## config.mk

```make
export PLATFORM = sky130hd
export DESIGN_NAME = preemptive_priority_scheduler_unit
export DESIGN_NICKNAME = d
export VERILOG_FILES = /design/src/rtl/ppsu_pkg.sv /design/src/rtl/preemptive_priority_scheduler_unit.sv /design/src/rtl/ppsu_ram.sv /design/src/rtl/ppsu_ctrl.sv /design/src/rtl/ppsu_datapath.sv
export VERILOG_INCLUDE_DIRS = /design/src /design/src/rtl
export SDC_FILE = /design/constraint.sdc
export NUM_CORES = 1
export LEC_CHECK = 0
export BUFFER_PORTS_ARGS = -buffer_cell sky130_fd_sc_hd__buf_2
export CAP_MARGIN = 0
export CORE_MARGIN = 8
export CORE_UTILIZATION = 40
export DETAILED_ROUTE_END_ITERATION = 6
export MAX_ROUTING_LAYER = met4
export SYNTH_ARGS = -nofsm -noshare
export SYNTH_HDL_FRONTEND = slang
export SYNTH_HIERARCHICAL = 1
export SYNTH_SLANG_ARGS = --single-unit
```

## constraint.sdc

```tcl
create_clock -name aclk -period 13.7 [get_ports aclk]
set_clock_uncertainty 0.1 [all_clocks]
set_input_delay 0.685 -clock aclk [delete_from_list [all_inputs] [get_ports aclk]]
set_output_delay 0.685 -clock aclk [all_outputs]
set_load 0.01 [all_outputs]
```

## src/rtl/preemptive_priority_scheduler_unit_macros.svh

```systemverilog
// assertion helpers shared by the scheduler rtl
`ifndef PREEMPTIVE_PRIORITY_SCHEDULER_UNIT_MACROS_SVH
`define PREEMPTIVE_PRIORITY_SCHEDULER_UNIT_MACROS_SVH

// same-cycle implication, disabled while reset is held
`define PPSU_ASSERT_SAME(label, clk, rstn, ante, cons, msg) \
    label: assert property (@(posedge clk) disable iff (!(rstn)) (ante) |-> (cons)) \
        else $error(msg);

// next-cycle implication, disabled while reset is held
`define PPSU_ASSERT_NEXT(label, clk, rstn, ante, cons, msg) \
    label: assert property (@(posedge clk) disable iff (!(rstn)) (ante) |=> (cons)) \
        else $error(msg);

`endif

```

## src/rtl/ppsu_pkg.sv

```systemverilog
// ----------------------------------------------------------------------------
// ppsu_pkg
// shared constants and controller/datapath interface types for the scheduler
// ----------------------------------------------------------------------------
`timescale 1ns / 1ps

package ppsu_pkg;

    localparam int MAX_PROCESSES_DEF = 16;
    localparam int TIME_BITS_DEF     = 16;

    localparam int IN_TIME_W   = 16;
    localparam int PRIORITY_W  = 8;
    localparam int JOB_INDEX_W = 6;
    localparam int OUT_TIME_W  = 21;

    localparam logic [OUT_TIME_W-1:0] OUT_TIME_MAX = {OUT_TIME_W{1'b1}};

    // arrival, burst, priority
    localparam int S_TDATA_W = 40;
    // job index, completion, waiting, turnaround, padded to bytes
    localparam int M_TDATA_W = 72;

    typedef struct packed {
        logic load;         // write the incoming job into the stores
        logic sched_start;  // clear tick and scan results for a new set
        logic eval;         // store read data is valid, fold into scan
        logic prep;         // compute gap to next arrival
        logic update;       // apply the chosen run length
        logic out_load;     // load the result register
        logic out_last;     // current result is the final one
    } ppsu_cmd_t;

    typedef struct packed {
        logic done;         // last scan found no pending job
        logic out_free;     // result register can take a beat
    } ppsu_stat_t;

endpackage

```

## src/rtl/preemptive_priority_scheduler_unit.sv

```systemverilog
// loading: jobs are taken only while the sequencer is idle; a schedule pass
// scans all n jobs and a set needs at most 2n + 1 passes (finishes, arrival
// preemptions, idle jumps); the scan walks the job store read port
// readout: a store read, then a result load per beat, held while the beat is untaken
// reset: aresetn clears sequencer, job count, tick and result valid; job stores
// are not cleared and need no clearing pass
// ----------------------------------------------------------------------------
// preemptive_priority_scheduler_unit
// loads a job set, runs a preemptive priority schedule, streams per-job times
// ----------------------------------------------------------------------------
`timescale 1ns / 1ps
`include "preemptive_priority_scheduler_unit_macros.svh"

module preemptive_priority_scheduler_unit #(
    parameter int MAX_PROCESSES = ppsu_pkg::MAX_PROCESSES_DEF,
    parameter int TIME_BITS     = ppsu_pkg::TIME_BITS_DEF
) (
    input  logic                           aclk,
    input  logic                           aresetn,
    // job load channel
    input  logic                           s_tvalid,
    output logic                           s_tready,
    input  logic [ppsu_pkg::S_TDATA_W-1:0] s_tdata,   // arrival_time, burst_time, priority_level
    input  logic                           s_tlast,   // last_job
    // result channel
    output logic                           m_tvalid,
    input  logic                           m_tready,
    output logic [ppsu_pkg::M_TDATA_W-1:0] m_tdata,   // job_index, completion_time,
                                                      // waiting_time, turnaround_time, pad
    output logic                           m_tlast    // last_result
);

    localparam int IDX_W = $clog2(MAX_PROCESSES);

    // sequencer to datapath commands and status
    ppsu_pkg::ppsu_cmd_t  cmd;
    ppsu_pkg::ppsu_stat_t stat;

    // shared read address: scan index during passes, result index during readout
    logic [IDX_W-1:0] rd_addr;
    // slot for the next loaded job
    logic [IDX_W-1:0] wr_slot;

    ppsu_ctrl #(
        .MAX_PROCESSES (MAX_PROCESSES)
    ) u_ctrl (
        .aclk     (aclk),
        .aresetn  (aresetn),
        .s_tvalid (s_tvalid),
        .s_tlast  (s_tlast),
        .s_tready (s_tready),
        .stat     (stat),
        .cmd      (cmd),
        .rd_addr  (rd_addr),
        .wr_slot  (wr_slot)
    );

    ppsu_datapath #(
        .MAX_PROCESSES (MAX_PROCESSES),
        .TIME_BITS     (TIME_BITS)
    ) u_datapath (
        .aclk     (aclk),
        .aresetn  (aresetn),
        .cmd      (cmd),
        .stat     (stat),
        .rd_addr  (rd_addr),
        .wr_slot  (wr_slot),
        .s_tdata  (s_tdata),
        .m_tready (m_tready),
        .m_tvalid (m_tvalid),
        .m_tdata  (m_tdata),
        .m_tlast  (m_tlast)
    );

    // loads and service updates share the store write port
    `PPSU_ASSERT_SAME(a_load_vs_update, aclk, aresetn, cmd.load, !cmd.update, "load collides with schedule update")
    // once a set starts scheduling no further job is taken
    `PPSU_ASSERT_NEXT(a_start_blocks_load, aclk, aresetn, cmd.sched_start, !s_tready, "job accepted during schedule")
    // a result beat is never overwritten before it is taken
    `PPSU_ASSERT_SAME(a_no_overwrite, aclk, aresetn, cmd.out_load, (!m_tvalid || m_tready), "result beat overwritten")

endmodule

```

## src/rtl/ppsu_ram.sv

```systemverilog
// ----------------------------------------------------------------------------
// ppsu_ram
// simple dual-port ram, one write port, one registered read port
// ----------------------------------------------------------------------------
`timescale 1ns / 1ps

module ppsu_ram #(
    parameter int WIDTH = 8,
    parameter int DEPTH = 16
) (
    input  logic                     aclk,
    input  logic                     wr_en,
    input  logic [$clog2(DEPTH)-1:0] wr_addr,
    input  logic [WIDTH-1:0]         wr_data,
    input  logic [$clog2(DEPTH)-1:0] rd_addr,
    output logic [WIDTH-1:0]         rd_data
);

    logic [WIDTH-1:0] mem [DEPTH];
    logic [WIDTH-1:0] rd_data_reg;

    always_ff @(posedge aclk) begin
        if (wr_en) begin
            mem[wr_addr] <= wr_data;
        end
        rd_data_reg <= mem[rd_addr];
    end

    assign rd_data = rd_data_reg;

endmodule

```

## src/rtl/ppsu_ctrl.sv

```systemverilog
// ----------------------------------------------------------------------------
// ppsu_ctrl
// sequencer for loading, scan passes and result readout
// ----------------------------------------------------------------------------
`timescale 1ns / 1ps

module ppsu_ctrl #(
    parameter int MAX_PROCESSES = ppsu_pkg::MAX_PROCESSES_DEF
) (
    input  logic                             aclk,
    input  logic                             aresetn,
    input  logic                             s_tvalid,
    input  logic                             s_tlast,
    output logic                             s_tready,
    input  ppsu_pkg::ppsu_stat_t             stat,
    output ppsu_pkg::ppsu_cmd_t              cmd,
    output logic [$clog2(MAX_PROCESSES)-1:0] rd_addr,
    output logic [$clog2(MAX_PROCESSES)-1:0] wr_slot
);

    localparam int IDX_W = $clog2(MAX_PROCESSES);
    localparam int CNT_W = $clog2(MAX_PROCESSES + 1);

    localparam logic [2:0] S_IDLE   = 3'd0;
    localparam logic [2:0] S_SCAN   = 3'd1;
    localparam logic [2:0] S_DRAIN  = 3'd2;
    localparam logic [2:0] S_PREP   = 3'd3;
    localparam logic [2:0] S_UPDATE = 3'd4;
    localparam logic [2:0] S_OREAD  = 3'd5;
    localparam logic [2:0] S_OLOAD  = 3'd6;

    logic [2:0]       state_reg, state_next;
    logic [CNT_W-1:0] count_reg, count_next;
    logic [IDX_W-1:0] idx_reg, idx_next;
    logic             eval_reg, eval_next;
    logic             at_last;
    logic             accept;
    logic [CNT_W-1:0] count_plus;

    assign accept     = s_tvalid && s_tready;
    assign count_plus = count_reg + CNT_W'(1);
    assign at_last    = (CNT_W'(idx_reg) == (count_reg - CNT_W'(1)));

    assign s_tready = (state_reg == S_IDLE);
    assign rd_addr  = idx_reg;
    assign wr_slot  = count_reg[IDX_W-1:0];

    always_comb begin
        state_next = state_reg;
        count_next = count_reg;
        idx_next   = idx_reg;
        eval_next  = (state_reg == S_SCAN);
        cmd        = '0;
        cmd.eval   = eval_reg;
        case (state_reg)
            S_IDLE: begin
                if (accept) begin
                    cmd.load   = 1'b1;
                    count_next = count_plus;
                    if (s_tlast || (count_plus == CNT_W'(MAX_PROCESSES))) begin
                        cmd.sched_start = 1'b1;
                        idx_next        = '0;
                        state_next      = S_SCAN;
                    end
                end
            end
            S_SCAN: begin
                if (at_last) begin
                    state_next = S_DRAIN;
                end else begin
                    idx_next = idx_reg + IDX_W'(1);
                end
            end
            S_DRAIN: begin
                state_next = S_PREP;
            end
            S_PREP: begin
                cmd.prep   = 1'b1;
                state_next = S_UPDATE;
            end
            S_UPDATE: begin
                cmd.update = 1'b1;
                idx_next   = '0;
                state_next = stat.done ? S_OREAD : S_SCAN;
            end
            S_OREAD: begin
                state_next = S_OLOAD;
            end
            S_OLOAD: begin
                if (stat.out_free) begin
                    cmd.out_load = 1'b1;
                    cmd.out_last = at_last;
                    if (at_last) begin
                        count_next = '0;
                        state_next = S_IDLE;
                    end else begin
                        idx_next   = idx_reg + IDX_W'(1);
                        state_next = S_OREAD;
                    end
                end
            end
            default: begin
                state_next = S_IDLE;
            end
        endcase
    end

    always_ff @(posedge aclk) begin
        if (!aresetn) begin
            state_reg <= S_IDLE;
            count_reg <= '0;
            idx_reg   <= '0;
            eval_reg  <= 1'b0;
        end else begin
            state_reg <= state_next;
            count_reg <= count_next;
            idx_reg   <= idx_next;
            eval_reg  <= eval_next;
        end
    end

endmodule

```

## src/rtl/ppsu_datapath.sv

```systemverilog
// ----------------------------------------------------------------------------
// ppsu_datapath
// job stores, scan compare, tick arithmetic and result register
// ----------------------------------------------------------------------------
`timescale 1ns / 1ps

module ppsu_datapath #(
    parameter int MAX_PROCESSES = ppsu_pkg::MAX_PROCESSES_DEF,
    parameter int TIME_BITS     = ppsu_pkg::TIME_BITS_DEF
) (
    input  logic                             aclk,
    input  logic                             aresetn,
    input  ppsu_pkg::ppsu_cmd_t              cmd,
    output ppsu_pkg::ppsu_stat_t             stat,
    input  logic [$clog2(MAX_PROCESSES)-1:0] rd_addr,
    input  logic [$clog2(MAX_PROCESSES)-1:0] wr_slot,
    input  logic [ppsu_pkg::S_TDATA_W-1:0]   s_tdata,
    input  logic                             m_tready,
    output logic                             m_tvalid,
    output logic [ppsu_pkg::M_TDATA_W-1:0]   m_tdata,
    output logic                             m_tlast
);

    localparam int IDX_W  = $clog2(MAX_PROCESSES);
    localparam int PRI_W  = ppsu_pkg::PRIORITY_W;
    localparam int TICK_W = TIME_BITS + $clog2(MAX_PROCESSES) + 1;
    localparam int JOB_W  = PRI_W + 2 * TIME_BITS;
    localparam int OUT_W  = ppsu_pkg::OUT_TIME_W;
    localparam int SAT_W  = (TICK_W > OUT_W) ? TICK_W : OUT_W;
    localparam int PAD_W  = ppsu_pkg::M_TDATA_W - ppsu_pkg::JOB_INDEX_W - 3 * OUT_W;

    // incoming job fields, low TIME_BITS bits kept
    logic [TIME_BITS-1:0] in_arr, in_burst;
    logic [PRI_W-1:0]     in_pri;

    assign in_arr   = TIME_BITS'(s_tdata[15:0]);
    assign in_burst = TIME_BITS'(s_tdata[31:16]);
    assign in_pri   = s_tdata[39:32];

    // store ports
    logic [IDX_W-1:0]     wr_addr;
    logic [JOB_W-1:0]     job_rd;
    logic [TIME_BITS-1:0] rem_rd, rem_wr_data;
    logic [TICK_W-1:0]    comp_rd, comp_wr_data;
    logic                 rem_wr_en, comp_wr_en;
    logic [TIME_BITS-1:0] rd_arr, rd_burst;
    logic [PRI_W-1:0]     rd_pri;

    assign rd_arr   = job_rd[TIME_BITS-1:0];
    assign rd_burst = job_rd[2*TIME_BITS-1:TIME_BITS];
    assign rd_pri   = job_rd[JOB_W-1:2*TIME_BITS];

    // scan and tick state
    logic [TICK_W-1:0]    tick_reg, tick_next;
    logic                 pick_valid_reg, pick_valid_next;
    logic                 next_valid_reg, next_valid_next;
    logic [IDX_W-1:0]     pick_idx_reg, pick_idx_next;
    logic [PRI_W-1:0]     pick_pri_reg, pick_pri_next;
    logic [TIME_BITS-1:0] pick_rem_reg, pick_rem_next;
    logic [TIME_BITS-1:0] next_arr_reg, next_arr_next;
    logic [TIME_BITS-1:0] gap_reg, gap_next;
    logic [IDX_W-1:0]     eval_idx_reg;

    assign wr_addr  = cmd.load ? wr_slot : pick_idx_reg;

    // result register
    logic                  m_tvalid_reg, m_tvalid_next;
    logic [ppsu_pkg::M_TDATA_W-1:0] m_tdata_reg, m_tdata_next;
    logic                  m_tlast_reg, m_tlast_next;

    logic                 active, arrived, preempt;
    logic [TICK_W-1:0]    tick_full;
    logic [TICK_W-1:0]    res_turn, res_wait;

    function automatic logic [OUT_W-1:0] sat_time(input logic [TICK_W-1:0] v);
        logic [SAT_W-1:0] ext;
        ext = SAT_W'(v);
        if (ext > SAT_W'(ppsu_pkg::OUT_TIME_MAX)) begin
            return ppsu_pkg::OUT_TIME_MAX;
        end
        return OUT_W'(ext);
    endfunction

    assign active    = (rem_rd != '0);
    assign arrived   = (TICK_W'(rd_arr) <= tick_reg);
    assign preempt   = next_valid_reg && (gap_reg < pick_rem_reg);
    assign tick_full = tick_reg + TICK_W'(pick_rem_reg);
    assign res_turn  = comp_rd - TICK_W'(rd_arr);
    assign res_wait  = res_turn - TICK_W'(rd_burst);

    // store writes: load fills a slot, update retires service on the pick
    always_comb begin
        rem_wr_en    = 1'b0;
        rem_wr_data  = in_burst;
        comp_wr_en   = 1'b0;
        comp_wr_data = TICK_W'(in_arr);
        if (cmd.load) begin
            rem_wr_en  = 1'b1;
            // a job with no service finishes on arrival
            comp_wr_en = (in_burst == '0);
        end else if (cmd.update && pick_valid_reg) begin
            rem_wr_en = 1'b1;
            if (preempt) begin
                rem_wr_data = pick_rem_reg - gap_reg;
            end else begin
                rem_wr_data  = '0;
                comp_wr_en   = 1'b1;
                comp_wr_data = tick_full;
            end
        end
    end

    always_comb begin
        tick_next       = tick_reg;
        pick_valid_next = pick_valid_reg;
        next_valid_next = next_valid_reg;
        pick_idx_next   = pick_idx_reg;
        pick_pri_next   = pick_pri_reg;
        pick_rem_next   = pick_rem_reg;
        next_arr_next   = next_arr_reg;
        gap_next        = gap_reg;
        if (cmd.sched_start) begin
            tick_next       = '0;
            pick_valid_next = 1'b0;
            next_valid_next = 1'b0;
        end
        if (cmd.eval && active) begin
            if (arrived) begin
                // strict compare keeps the lowest index on a tie
                if (!pick_valid_reg || (rd_pri > pick_pri_reg)) begin
                    pick_valid_next = 1'b1;
                    pick_idx_next   = eval_idx_reg;
                    pick_pri_next   = rd_pri;
                    pick_rem_next   = rem_rd;
                end
            end else if (!next_valid_reg || (rd_arr < next_arr_reg)) begin
                next_valid_next = 1'b1;
                next_arr_next   = rd_arr;
            end
        end
        if (cmd.prep) begin
            gap_next = TIME_BITS'(TICK_W'(next_arr_reg) - tick_reg);
        end
        if (cmd.update) begin
            if (pick_valid_reg && !preempt) begin
                tick_next = tick_full;
            end else if (next_valid_reg) begin
                // run up to the next arrival, or idle until it
                tick_next = TICK_W'(next_arr_reg);
            end
            pick_valid_next = 1'b0;
            next_valid_next = 1'b0;
        end
    end

    always_comb begin
        m_tvalid_next = m_tvalid_reg;
        m_tdata_next  = m_tdata_reg;
        m_tlast_next  = m_tlast_reg;
        if (cmd.out_load) begin
            m_tvalid_next = 1'b1;
            m_tlast_next  = cmd.out_last;
            m_tdata_next  = {{PAD_W{1'b0}}, sat_time(res_turn), sat_time(res_wait),
                             sat_time(comp_rd), ppsu_pkg::JOB_INDEX_W'(rd_addr)};
        end else if (m_tready) begin
            m_tvalid_next = 1'b0;
        end
    end

    always_ff @(posedge aclk) begin
        if (!aresetn) begin
            tick_reg       <= '0;
            pick_valid_reg <= 1'b0;
            next_valid_reg <= 1'b0;
            m_tvalid_reg   <= 1'b0;
        end else begin
            tick_reg       <= tick_next;
            pick_valid_reg <= pick_valid_next;
            next_valid_reg <= next_valid_next;
            m_tvalid_reg   <= m_tvalid_next;
        end
    end

    always_ff @(posedge aclk) begin
        pick_idx_reg <= pick_idx_next;
        pick_pri_reg <= pick_pri_next;
        pick_rem_reg <= pick_rem_next;
        next_arr_reg <= next_arr_next;
        gap_reg      <= gap_next;
        eval_idx_reg <= rd_addr;
        m_tdata_reg  <= m_tdata_next;
        m_tlast_reg  <= m_tlast_next;
    end

    assign stat.done     = !pick_valid_reg && !next_valid_reg;
    assign stat.out_free = !m_tvalid_reg || m_tready;

    assign m_tvalid = m_tvalid_reg;
    assign m_tdata  = m_tdata_reg;
    assign m_tlast  = m_tlast_reg;

    // priority, burst, arrival
    ppsu_ram #(.WIDTH(JOB_W), .DEPTH(MAX_PROCESSES)) u_job_ram (
        .aclk    (aclk),
        .wr_en   (cmd.load),
        .wr_addr (wr_slot),
        .wr_data ({in_pri, in_burst, in_arr}),
        .rd_addr (rd_addr),
        .rd_data (job_rd)
    );

    ppsu_ram #(.WIDTH(TIME_BITS), .DEPTH(MAX_PROCESSES)) u_rem_ram (
        .aclk    (aclk),
        .wr_en   (rem_wr_en),
        .wr_addr (wr_addr),
        .wr_data (rem_wr_data),
        .rd_addr (rd_addr),
        .rd_data (rem_rd)
    );

    ppsu_ram #(.WIDTH(TICK_W), .DEPTH(MAX_PROCESSES)) u_comp_ram (
        .aclk    (aclk),
        .wr_en   (comp_wr_en),
        .wr_addr (wr_addr),
        .wr_data (comp_wr_data),
        .rd_addr (rd_addr),
        .rd_data (comp_rd)
    );

endmodule

```

==> results.yml <==
worst_setup_path:
  crit_type: "register to register"
  crit_fanout: 36
  reg2reg_slack_ps: 8560
  crit_arrival_ps: 5430
  end_kind: "register"
  cp-start-kind: "register"
  critPathSlowestCell: "nor2_2"
  path_delay_family: "simple AND/OR/NAND/NOR gates"
  crit_chain: "inv_1 -> ha_1 -> inv_1 -> fa_1 -> a21o_1 -> a21o_1 -> a21oi_1 -> o311ai_1 -> nand2_1 -> nand2b_1 -> buf_4 -> o41ai_1 -> buf_4 -> or3b_1 -> nor2_2"
  slowest_delay_ps: 940
  cp_data_required_time_ps: 13990
  path_buf_inv: 4
timing:
  setup_violations: 0
  relSlewSlack_pct: 10.79
  rsz0062_at_grt: "false"
  maxSlewViolCount: 0
  setup_tns_ps: 0
  hold_ws_ps: 174.5
  worst_pin_slew_ps: 1330
  timing.final.crit_share_pct: 37.54
  setup_slack_ps: 8557
  finalHoldViolations: 0
  period_needed_ps: 5143
  max_freq_ghz: 0.1944
synthesis:
  synth-edff-count: 1360
  netlist-cell-type-count: 85
  async_flop_share_pct: 0
  synth_ff_type: "edfxtp_1"
  ys_seq_elements: 1478
  syn_avg_cell_area_um2: 18.60
  ys_warn_count: 6
  synth_seq_area_share_pct: 71.83
  syn_inst: 3233
  syn_area_mm2: 0.06014
final_layout:
  layout.cells.non_filler: 5582
  syn_to_final_growth_pct: 13.41
  drive_gt1_share_pct: 20.41
  nets: 3598
  stdcell_area_mm2: 0.06821
  final_common_cell: "edfxtp_1"
  top_register: "u_datapath/u_job_ram/mem"
  fill_cells: 12770
  largest_reg_flops: 640
  largest_registers: "u_datapath/u_job_ram/mem x640, u_datapath/u_comp_ram/mem x336, u_datapath/u_rem_ram/mem x256"
  layout_common_cells: "1,360 x edfxtp_1, 201 x mux4_2, 157 x clkbuf_16, 156 x a22oi_1, 150 x nand2_1"
power:
  switchingPower_mw: 2.291
  power.density_mw_per_mm2: 147.1
  seqPwrFrac_pct: 50.6
  internal-power_mw: 7.745
  power_switching_share_pct: 22.83
  p_leak_nw: 22.25
  pwr-share-clk_pct: 41.0
  combPwrFrac_pct: 8.3
  ir_drop_uv: 133.5
detailed_routing:
  drt-total-wl_mm: 148.3
  vias_per_cell: 5.579
  dr.first_iter.drc_count: 3102
  avgRoutedWirePerCell_um: 26.57
  firstDrtPassIters: 5
  ant_nets: 0
  vias: 31140
  drc_errors: 0
die:
  fp-row-count: 142
  die_area_mm2: 0.1630
  die_h_um: 403.8
  coreArea_mm2: 0.1496
  io_pins: 120
  die_x_um: 403.8
  initial_core_util_pct: 40.20
clocking:
  cts_max_path_buffers: 3
  holdBufCountCts: 0
  htree_levels: 4
  cts_tree: "done"
  cts-root-buf: "clkbuf_16"
  cts.clk_slew.worst_paths_ps: 60
  cts_setup_buffers: 0
  cts_buffers: 154
  clock_sinks: 1478
  clk_latency_ps: 790
  cts_resized: 0
global_route:
  grt_pass1_wl_mm: 213.4
  overflow: 0
  antenna_found_initial: 17
  grt_usage_pct: 18.27
  grt_pass1_vias: 30680
  grt_max_degree: 155
placement:
  portBuffers: 114
  dp_hpwl_mm: 87.96
  placed_cells: 5287
  gp_congestion: 0.8735
  detailedPlace.worstSlack_ps: 8543
  placed_area_mm2: 0.06319
status:
  status: "completed"
hold_path:
  min_path_type: "input pin to register"
run:
  drv_cap: 0
==> cells by family after synthesis <==
group                    count (synthesis)  synth area share (%)
AND/OR/NAND/NOR                        441                 3.497
multiplexers                           315                 12.33
XOR/XNOR                                98                 1.465
other                                    1              0.006235
AO/OA/AOI/OAI                          485                 5.665
buffers and inverters                  289                 2.521
adder cells (fa/ha/maj)                126                 2.684
flip-flops                            1478                 71.83
==> synth_stat cells (9+ instances only) <==
| library cell | number | area, µm² |
|---|---|---|
| o21bai_1 | 11 | 82.58 |
| a22oi_1 | 156 | 1171 |
| mux4_1 | 107 | 2811 |
| dfxtp_1 | 118 | 2362 |
| xor2_1 | 31 | 271.5 |
| buf_4 | 17 | 127.6 |
| nor3_1 | 31 | 155.2 |
| and3_1 | 9 | 56.30 |
| o21a_1 | 19 | 142.6 |
| nor2b_1 | 22 | 137.6 |
| nor2_1 | 111 | 416.7 |
| nand3_1 | 26 | 130.1 |
| edfxtp_1 | 1360 | 40840 |
| buf_12 | 17 | 340.3 |
| inv_1 | 124 | 465.5 |
| xnor2_1 | 65 | 569.3 |
| o31ai_1 | 18 | 135.1 |
| ha_1 | 121 | 1514 |
| a21o_1 | 33 | 247.7 |
| nor4_1 | 10 | 62.56 |
| buf_2 | 24 | 120.1 |
| nand2b_1 | 21 | 131.4 |
| nand2_1 | 150 | 563.0 |
| a221oi_1 | 12 | 105.1 |
| a21oi_1 | 70 | 350.3 |
| nand4_1 | 13 | 81.33 |
| a31oi_1 | 11 | 68.82 |
| a22o_1 | 14 | 122.6 |
| clkbuf_1 | 90 | 337.8 |
| mux4_2 | 201 | 4527 |
| o21ai_0 | 69 | 345.3 |
| a211oi_1 | 12 | 90.09 |
==> layer usage <==
layer | global-route usage [%] | up-vias | wire length [µm]
met5 | - | - | 0
met1 | 25.24 | 16330 | 65570
li1 | - | 13530 | -
met3 | 3.265 | 194 | 10460
met4 | 4.338 | 0 | 2934
met2 | 28.43 | 1098 | 69320
==> final timing paths <==
check	from	end	cells past startpoint
worst max-delay path	u_datapath/pick_rem_reg[0]	u_datapath/u_comp_ram/mem[3][19]	15
worst min-delay path	s_tdata[32]	u_datapath/u_job_ram/mem[3][32]	1
worst max register to register	u_datapath/pick_rem_reg[0]	u_datapath/u_comp_ram/mem[3][19]	15
worst min register to register	u_datapath/eval_idx_reg[2]	u_datapath/pick_idx_reg[2]	0
==> power groups by stage <==
stage	Clock [mW]	Sequential [mW]	Combinational, mW
after global placement	0	5.18	0.828
after detailed placement	0	5.18	0.837
after CTS	4.21	5.08	0.840
after global routing	4.37	5.09	0.909
after floorplan	0	5.15	0.616
final	4.12	5.08	0.835
==> final cells by class <==
type                       instances  area, µm²  area share [%]
tap                             2016       2522           3.698
multi-input combinational       1470      15760           23.11
clock inverter                    72      733.2           1.075
inverter                         124      465.4          0.6824
sequential                      1478      43210           63.35
timing repair buffer             199       1234           1.809
antenna                           13      32.53         0.04770
clock buffer                     210       4248           6.228
==> through the flow <==
step                      power [mW]  util, %
after global placement         6.005    42.24
final                          10.04    45.59
after global routing           10.37    45.58
after CTS                      10.13    45.57
after floorplan                5.761        -
after detailed placement       6.017    42.24
(Power assumes the default switching activity.)
